File: config.mk
export PLATFORM = sky130hd
export DESIGN_NAME = ragt_gcd
export DESIGN_NICKNAME = d
export VERILOG_FILES = /design/src/sv/assert_macros.svh /design/src/sv/ragt_pkg.sv /design/src/sv/ragt_gcd.sv
export SDC_FILE = /design/constraint.sdc
export NUM_CORES = 1
export LEC_CHECK = 0
export ABC_AREA = 1
export ABC_CLOCK_PERIOD_IN_PS = 15600
export BUFFER_PORTS_ARGS = -buffer_cell sky130_fd_sc_hd__buf_2
export CAP_MARGIN = 20
export CORE_ASPECT_RATIO = 1.75
export CORE_UTILIZATION = 55
export DETAILED_ROUTE_END_ITERATION = 7
export PLACE_DENSITY_LB_ADDON = 0.25
export SYNTH_ARGS = -nofsm -noshare
export SYNTH_HDL_FRONTEND = slang
export SYNTH_SLANG_ARGS = --single-unit
File: constraint.sdc
create_clock -name clk -period 15.6 [get_ports clk]
set_clock_uncertainty 0.2 [all_clocks]
set_input_delay 3.12 -clock clk [delete_from_list [all_inputs] [get_ports clk]]
set_output_delay 3.12 -clock clk [all_outputs]
set_load 0.02 [all_outputs]
File: src/sv/assert_macros.svh
`ifndef ASSERT_MACROS_SVH
`define ASSERT_MACROS_SVH
// implication checked at every clock edge outside reset
`define ASSERT_IMPL(label, clk, rst_n, ante, cons) \
  label: assert property (@(posedge clk) disable iff (!rst_n) (ante) |-> (cons)) \
    else $error("assertion failed");
// next-cycle implication
`define ASSERT_NEXT(label, clk, rst_n, ante, cons) \
  label: assert property (@(posedge clk) disable iff (!rst_n) (ante) |=> (cons)) \
    else $error("assertion failed");
`endif

File: src/sv/ragt_pkg.sv
package ragt_pkg;
  localparam int unsigned IDX_W = 11;
  localparam int unsigned DATA_W = 64;
  localparam logic REQ_ADD = 1'b0;
  localparam logic REQ_QUERY = 1'b1;

  typedef enum logic [4:0] {
    ST_CLEAR,
    ST_IDLE,
    ST_ADD_SEL,
    ST_LEAF_RD,
    ST_LEAF_WR,
    ST_UP_RD0,
    ST_UP_RD1,
    ST_UP_GCD,
    ST_UP_WAIT,
    ST_FEN_RD,
    ST_FEN_WR,
    ST_Q_PRE_RD,
    ST_Q_PRE_ACC,
    ST_Q_RNG_STEP,
    ST_Q_RNG_RD,
    ST_Q_RNG_GCD,
    ST_Q_RNG_WAIT,
    ST_Q_DONE
  } state_t;

  typedef struct packed {
    logic start;
    logic [DATA_W-1:0] a;
    logic [DATA_W-1:0] b;
  } gcd_req_t;

  function automatic logic [DATA_W-1:0] mag(input logic [DATA_W-1:0] x);
    mag = x[DATA_W-1] ? (~x + 64'd1) : x;
  endfunction
endpackage

File: src/sv/ragt_gcd.sv
module ragt_gcd (
  input  logic                     clk,
  input  logic                     rst_n,
  input  ragt_pkg::gcd_req_t       req,
  output logic                     done,
  output logic [ragt_pkg::DATA_W-1:0] result
);
  import ragt_pkg::*;

  // binary gcd, one step per cycle
  logic [DATA_W-1:0] a_r, a_nxt, b_r, b_nxt;
  logic [6:0] k_r, k_nxt;
  logic busy_r, busy_nxt, done_r, done_nxt;
  logic [DATA_W-1:0] res_r, res_nxt;
  logic [DATA_W-1:0] diff;

  assign diff = (a_r > b_r) ? (a_r - b_r) : (b_r - a_r);

  always_comb begin
    a_nxt = a_r;
    b_nxt = b_r;
    k_nxt = k_r;
    busy_nxt = busy_r;
    done_nxt = 1'b0;
    res_nxt = res_r;
    if (req.start) begin
      a_nxt = req.a;
      b_nxt = req.b;
      k_nxt = '0;
      busy_nxt = 1'b1;
    end else if (busy_r) begin
      if (a_r == '0 || b_r == '0) begin
        res_nxt = (a_r | b_r) << k_r;
        busy_nxt = 1'b0;
        done_nxt = 1'b1;
      end else if (!a_r[0] && !b_r[0]) begin
        a_nxt = a_r >> 1;
        b_nxt = b_r >> 1;
        k_nxt = k_r + 7'd1;
      end else if (!a_r[0]) begin
        a_nxt = a_r >> 1;
      end else if (!b_r[0]) begin
        b_nxt = b_r >> 1;
      end else begin
        a_nxt = (a_r < b_r) ? a_r : b_r;
        b_nxt = diff >> 1;
      end
    end
  end

  always_ff @(posedge clk) begin
    if (!rst_n) begin
      busy_r <= 1'b0;
      done_r <= 1'b0;
    end else begin
      busy_r <= busy_nxt;
      done_r <= done_nxt;
    end
    a_r <= a_nxt;
    b_r <= b_nxt;
    k_r <= k_nxt;
    res_r <= res_nxt;
  end

  assign done = done_r;
  assign result = res_r;
endmodule

==> results of run 1 <==
[metal layers]
layer  global-route usage [%]  GRT overflow
met5                        0             0
met4                     60.2             1
met3                     16.1             0
met2                     85.2             1
met1                     49.1             0
[cells by family after synthesis]
family / count (synthesis) / share of synthesized area (%)
AO/OA/AOI/OAI: 720 / 15.4
XOR/XNOR: 51 / 1.80
adder cells (fa/ha/maj): 195 / 9.90
buffers and inverters: 839 / 13.0
flip-flops: 201 / 24.0
multiplexers: 30 / 1.21
AND/OR/NAND/NOR: 2073 / 34.8
[Yosys cell counts (all sizes together)]
library cell / count / area share [%]
nor3: 14 / 0.33
edfxtp: 192 / 23
nor4: 16 / 0.40
nand3: 280 / 5.8
mux2i: 30 / 1.2
fa: 2 / 0.16
o22ai: 10 / 0.25
inv: 694 / 11
nand4: 62 / 1.6
nor2: 315 / 5.4
ha: 193 / 9.7
and3: 1 / 0.025
o21bai: 23 / 0.70
dfxtp: 9 / 0.73
nand3b: 1 / 0.030
buf: 40 / 0.89
or2: 11 / 0.28
xnor2: 1 / 0.035
o31ai: 1 / 0.030
a31oi: 7 / 0.18
a21oi: 248 / 5.1
clkinv: 4 / 0.061
xor2: 50 / 1.8
a21o: 1 / 0.030
a21boi: 1 / 0.030
a211oi: 2 / 0.061
o32ai: 2 / 0.071
clkbuf: 101 / 1.5
nand2: 1371 / 21
o21ai: 390 / 7.9
and2: 2 / 0.050
o211ai: 35 / 1.1
[through the flow]
| step | util [%] | area (µm²) | worst slack [ps] |
|---|---|---|---|
| CTS | 60.4 | 26800 | 10520 |
| detailed placement | 58.9 | 26200 | 10040 |
| global placement | 58.9 | 26200 | 10090 |
| floorplan | - | 24800 | 6720 |
==> metrics.md, run 1 <==
| Metric | Value |
|---|---|
| Clock root buffer | `clkbuf_16` |
| Die Height | `283 µm` |
| Row count | `102` |
| Clock buffer count from CTS | `21` |
| Initial Util | `55.8%` |
| Error | `[ERROR GRT-0116] Global routing finished with congestion. Check the congestion regions in the DRC Viewer.` |
| Hold_buf cts | `0` |
| Placer Congestion | `1.12` |
| CTS H-tree lvls | `1` |
| First-pass GRT wire length | `178000 µm` |
| Post-CTS Setup Bufs | `0` |
| Cell area after synthesis | `24800 µm²` |
| Vias in the first global route | `29200` |
| CTS resizes | `0` |
| Post-Syn Area per Cell | `6.04 µm²` |
| I/O pins | `196` |
| Exit stage | `global routing (5_1_grt)` |
| Post-DP HPWL | `94100 µm` |
| Syn nets | `4435` |
| CTS Sinks | `201` |
| CTS Buffer Depth | `3` |
| Netlist cell types | `44` |
| Port bufs | `195` |
| Placed insts | `4763` |
| Synth warnings | `0` |
| Largest net degree at the start of global routing | `89` |
| GRT overflow | `2` |
| Gate Count Post-Synth | `4109` |
| Status | `stopped before the end` |
| Register bit total from synthesis | `201` |
| Register area share after synthesis | `24.0%` |
| Die X | `163 µm` |
| GRT Total Usage | `52.7%` |
==> inputs of run 2 (changes only) <==
- CORE_ASPECT_RATIO: 1.75 -> unset
- CORE_UTILIZATION: 55 -> 40
- PLACE_DENSITY_LB_ADDON: 0.25 -> 0.15
==> metrics.md, run 2 <==
| Metric | Value |
|---|---|
| Met1 usage | `43.7%` |
| First-pass GRT wire length | `154000 µm` |
| Count leader, synth | `nand2_1` |
| Initial antenna violation count | `4` |
| CP max FO | `64` |
| Final core occ | `44.8%` |
| Fin. max-slew vios | `0` |
| Net count, final | `4541` |
| Die Height | `251 µm (-11%)` |
| Most Used Layer, Global Route | `met2` |
| Post-DP HPWL | `85200 µm (-9.4%)` |
| Synth cell count leaders | `1360 x nand2_1, 658 x inv_1, 390 x o21ai_0` |
| Pwr dens | `128 nW/µm²` |
| Hold Path Depth | `2` |
| Register area share after synthesis | `24.0% (unchanged)` |
| CP startpoint kind | `input pin` |
| Initial Util | `40.8% (-15 points)` |
| CTS Sinks | `201 (unchanged)` |
| Fin crit share | `31.7%` |
| Post-synth top area cell | `edfxtp_1` |
| I/O pins | `196 (unchanged)` |
| TritonCTS clock tree | `built` |
| Largest net degree at the start of global routing | `71` |
| Crit path required time | `15600 ps` |
| Diodes inserted | `0` |
| Initial DRC Count | `2696` |
| Row count | `90 (-12%)` |
| Drt total wl | `103000 µm` |
| Max frequency | `202 MHz` |
| WL/cell | `20.6 µm` |
| Yosys top cell area share | `23.2% (unchanged)` |
| RSZ-0062 raised after global routing | `no` |
| Die X | `251 µm (+54%)` |
| Synth warnings | `0 (unchanged)` |
| Tmin final | `4950 ps` |
| Core Box Area | `60800 µm²` |
| First-pass detailed-route iteration total | `7` |
| Port bufs | `195 (unchanged)` |
| Post-synth EDFFs | `192 (unchanged)` |
| Min-Delay Path Class | `register to register` |
| Final setup TNS | `0 ps` |
| Final setup viols | `0` |
| Crit path top cell by count | `buf_4` |
| Crit path arrival time | `4950 ps` |
| Post-CTS Setup Bufs | `0 (unchanged)` |
| WS Path Type | `input pin to register` |
| Cell area after synthesis | `24800 µm² (unchanged)` |
| Slowest stage delay, CP | `630 ps` |
| Worst hold margin | `298 ps` |
| Ys async rst share | `0% (unchanged)` |
| Register bit total from synthesis | `201 (unchanged)` |
| Gate Count Post-Synth | `4109 (unchanged)` |
| Area delta synth->final | `9.79%` |
| Vias/cell | `5.33` |
| GRT Total Usage | `32.3%` |
| Clock root buffer | `clkbuf_16` |
| Depth of the worst register-to-register path | `18` |
| Relative slew margins | `32.8%` |
| Met2 Use GR | `50.4%` |
| Syn nets | `4435 (unchanged)` |
| GRT overflow | `0` |
| Register area | `5950 µm²` |
| Main flop type after synthesis | `edfxtp_1` |
| Fin worst setup slack | `10650 ps` |
| Clk slew on worst S/H paths | `60 ps` |
| CTS H-tree lvls | `1 (unchanged)` |
| Final ANT Viol Nets | `0` |
| CP Capture Type | `register` |
| CTS Buffer Depth | `3 (unchanged)` |
| DR DRC count | `0` |
| Most common cell after layout, fill and taps aside | `nand2_1` |
| Status | `complete, no violations` |
| Worst-Skew Late Latency | `590 ps` |
| Total power draw | `0.00349 W` |
| Worst Max-Slew Pin Slew | `1010 ps` |
| Die ar. | `63000 µm²` |
| Netlist cell types | `44 (unchanged)` |
| Ranking of synthesized cells by area | `edfxtp_1 23%, nand2_1 21%, inv_1 10%` |
| Vias | `26700` |
| Multi-input combinational cell area | `15700 µm²` |
| Share of cells above drive strength 1 | `8.81%` |
| Setup WS pre-CTS | `10070 ps (+30.0 ps)` |
| Hold_buf cts | `0 (unchanged)` |
| Maximum VDD drop | `78.5 µV` |
| Commonest non-fill, non-tap cells in the layout | `1358 x nand2_1, 655 x inv_1, 390 x o21ai_0` |
| # Max-Cap Violations | `0` |
| Post-Syn Area per Cell | `6.04 µm² (unchanged)` |
| Cells along the critical path | `buf_6 > buf_4 > buf_4 > nor3_2 > buf_4` |
| Critical path's slowest cell | `buf_4` |
| Fillers | `6766` |
| CTS resizes | `0 (unchanged)` |
| Lkg Pwr | `13.9 nW` |
| Clock buffer count from CTS | `26 (+24%)` |
| Final hold violation count | `0` |
| Vias in the first global route | `24900` |
| Met3 Use GR | `5.16%` |
| Placer Congestion | `1.09 (-3.2%)` |
[run 2: cell counts after synthesis]
Identical to the previous run, type by type.
[run 2: kinds of logic (layout without fill, tap and decap cells)]
family	Yosys count	in the layout	share of synthesized area (%)
simple gates	2073	2073	34.8
compound gates	720	720	15.4
fa+ha+maj	195	195	9.90
buf+inv	839	964	13.0
xor+xnor	51	51	1.80
mux	30	30	1.21
flops	201	201	24.0
[run 2: worst paths after layout]
| path | startpoint | to | slack, ps |
|---|---|---|---|
| worst min register to register | busy_r | done | 300 |
| worst min-delay path | busy_r | done | 300 |
| worst max register to register | a_r[0] | b_r[22] | 10920 |
| worst max-delay path | req[128] | result[35] | 10650 |
[run 2: power by group]
group          switching, W  leakage (nW)  total (W)  internal (W)
Clock              0.000266         0.406   0.000612      0.000346
Sequential        0.0000606          1.91   0.000748      0.000688
Combinational       0.00153          11.6    0.00213      0.000593
[run 2: through the flow]
stage,instance area (µm²),instances
global placement,26400,4969
detailed placement,26400,4969
global route,27200,5016
finish,27200,5016
floorplan,24800,4109
CTS,27200,5016
[run 2: layout make-up]
cell class | count | area share [%]
Clock buffer | 34 | 2.69
Clock inverter | 13 | 0.395
Inverter | 698 | 9.62
Multi-Input combinational cell | 3069 | 57.6
Sequential cell | 201 | 21.8
Tap cell | 782 | 3.59
Timing Repair Buffer | 219 | 4.27
[run 2: layer usage]
metal / vias up / share of wire [%]
met1: 12100 / 44
li1: 13300 / -
met2: 1078 / 43
met5: - / 0.025
met3: 196 / 8.3
met4: 4 / 5.1
[run 2: critical path, delay by kind of cell]
kind | cells | cell delay, ps
buffers and inverters | 4 | 1480
AND/OR/NAND/NOR | 1 | 260
No activity file was read; power rests on OpenSTA's default activity.
==> inputs of run 3 (changes only) <==
- ABC_CLOCK_PERIOD_IN_PS: 15600 -> 4200
- clock period: 15.6 -> 4.2 ns (I/O delays scaled with it)
==> metrics.md, run 3 (synthesis results as in run 2) <==
| Metric | Value |
|---|---|
| Status | `complete, no violations` |
| CTS resizes | `0 (unchanged)` |
| Met2 Use GR | `52.6% (+2.2 points)` |
| Vias in the first global route | `25300 (+1.3%)` |
| Register area | `5950 µm² (unchanged)` |
| Vias/cell | `5.40 (+1.3%)` |
| Tmin final | `4000 ps` |
| Placed insts | `5006 (+0.74%)` |
| Multi-input combinational cell area | `15700 µm² (about the same)` |
| Crit path required time | `4230 ps (-11370 ps)` |
| Fin cells | `5053 (+0.74%)` |
| Clk slew on worst S/H paths | `60 ps (about the same)` |
| Die ar. | `63000 µm² (unchanged)` |
| Hold_buf cts | `0 (unchanged)` |
| Maximum VDD drop | `334 µV (+330%)` |
| Met3 Use GR | `5.10% (-0.052 points)` |
| Core Box Area | `60800 µm² (unchanged)` |
| WL/cell | `21.7 µm (+5.4%)` |
| Initial Util | `40.8% (unchanged)` |
| Reg2Reg Setup Slack | `200 ps (-10720 ps)` |
| Clock root buffer | `clkbuf_16` |
| CTS Sinks | `201 (unchanged)` |
| TritonCTS clock tree | `built` |
| Final core occ | `45.5% (+0.72 points)` |
| Most Used Layer, Global Route | `met2` |
| Max frequency | `250 MHz` |
| RSZ-0062 raised after global routing | `no` |
| DR DRC count | `0 (unchanged)` |
| CP max FO | `52 (-19%)` |
| Fin crit share | `95.2%` |
| Worst Max-Slew Pin Slew | `954 ps (-54.4 ps)` |
| Most common cell after layout, fill and taps aside | `nand2_1` |
| Crit path arrival time | `4030 ps (-920 ps)` |
| Drt total wl | `110000 µm (+6.1%)` |
| Share of cells above drive strength 1 | `9.51% (+0.70 points)` |
| CTS Buffer Depth | `3 (unchanged)` |
| Worst Hold End | `b_r[63]` |
| Clock buffer count from CTS | `25 (-3.8%)` |
| Met1 usage | `47.5% (+3.8 points)` |
| Worst-Skew Late Latency | `600 ps (about the same)` |
| Placer Congestion | `1.05 (-2.9%)` |
| WS Path Type | `register to register` |
| Final setup viols | `0 (unchanged)` |
| CP Capture Type | `register` |
| Initial DRC Count | `2808 (+4.2%)` |
| GRT overflow | `0 (unchanged)` |
| Reg2reg end | `a_r[57]` |
| CTS H-tree lvls | `1 (unchanged)` |
| # Max-Cap Violations | `0 (unchanged)` |
| Die X | `251 µm (unchanged)` |
| Fillers | `6716 (-0.74%)` |
| GRT Total Usage | `34.2% (+1.9 points)` |
| Vias | `27300 (+2.1%)` |
| CP startpoint kind | `register` |
| Port bufs | `195 (unchanged)` |
| Row count | `90 (unchanged)` |
| Post-CTS Setup Bufs | `0 (unchanged)` |
| Fin. max-slew vios | `0 (unchanged)` |
| Relative slew margins | `36.4% (+3.6 points)` |
| Lkg Pwr | `14.2 nW (+1.7%)` |
| Die Height | `251 µm (unchanged)` |
| Depth of the worst register-to-register path | `17 (-1)` |
| Worst r2r src | `b_r[20]` |
| First-pass GRT wire length | `160000 µm (+4.1%)` |
| Area delta synth->final | `11.5%` |
| Min-delay src | `req[63]` |
| Final setup TNS | `0 ps (unchanged)` |
| Final ANT Viol Nets | `0 (unchanged)` |
| Initial antenna violation count | `3 (-1)` |
| Worst hold margin | `315 ps (+17.3 ps)` |
| I/O pins | `196 (unchanged)` |
| Commonest non-fill, non-tap cells in the layout | `1358 x nand2_1, 655 x inv_1, 390 x o21ai_0` |
| Post-DP HPWL | `92100 µm (+8.1%)` |
| First-pass detailed-route iteration total | `6 (-1)` |
| Min-Delay Path Class | `input pin to register` |
| Final hold violation count | `0 (unchanged)` |
| Net count, final | `4577 (+0.79%)` |
| Pwr dens | `481 nW/µm² (+280%)` |
| Largest net degree at the start of global routing | `115 (+62%)` |
| Hold Path Depth | `3 (+1)` |
run 3: cell count changes in the layout (fill, tap and decap cells not counted), moves of 2 or more:
cell,change
buf_4,+26
buf_12,+11
bufinv_16,+3
clkbuf_8,-3
clkbuf_16,-2
clkinv_1,+2
clkinv_2,-2
clkinv_4,+2
diode_2,+2
inv_6,-2
run 3: how the worst max path moves through the flow:
stage	start	to	slack (ps)	cells after the start
2_1_floorplan	a_r[0]	a_r[10]	90	17
3_3_place_gp	b_r[20]	b_r[6]	380	16
3_5_place_dp	b_r[20]	a_r[57]	320	17
4_1_cts	b_r[20]	a_r[57]	290	17
5_1_grt	b_r[20]	a_r[57]	90	17
6_report	b_r[20]	a_r[57]	200	17
run 3: power by group:
| part | internal (W) | switching [W] | leakage (nW) | total, W |
|---|---|---|---|---|
| Sequential | 0.00255 | 0.000200 | 1.91 | 0.00275 |
| Combinational | 0.00232 | 0.00590 | 11.9 | 0.00822 |
| Clock | 0.00135 | 0.00100 | 0.407 | 0.00235 |
run 3: layout make-up:
type,instances,area share (%)
sequential,201,21.5
clock buffer,29,2.32
clock inverter,16,0.751
inverter,698,9.47
antenna,2,0.0181
multi-input combinational,3069,56.7
timing repair buffer,256,5.70
tap,782,3.54
run 3: per-layer routing:
| metal | part of all wire [%] | wire, µm | up-vias |
|---|---|---|---|
| li1 | - | - | 13400 |
| met1 | 44 | 48600 | 12500 |
| met2 | 42 | 46500 | 1165 |
| met3 | 8.6 | 9420 | 202 |
| met4 | 4.9 | 5350 | 2 |
| met5 | 0.012 | 13 | - |
run 3: worst max-delay path, stage by stage (launching register included):
cell and delay (ps):
edfxtp_1 440, inv_1 350, ha_1 360, nor2_1 270, inv_1 130, nor2_4 140
nand2_1 110, inv_2 80, nand2_2 90, clkinv_1 80, nand2_1 60, nand2_2 100
nand2_4 80, nand2_4 120, nor2_1 50, or2_2 310, a31oi_4 200, buf_12 270
run 3: stage by stage:
stage | setup WS (ps) | total power (W) | area, µm²
6_report | 201 | 0.0133 | 27700
5_1_grt | 87.9 | 0.0141 | 27700
4_1_cts | 285 | 0.0131 | 27700
3_5_place_dp | 318 | 0.0107 | 26800
3_3_place_gp | 383 | 0.0107 | 26800
2_1_floorplan | 87.7 | 0.00785 | 24800
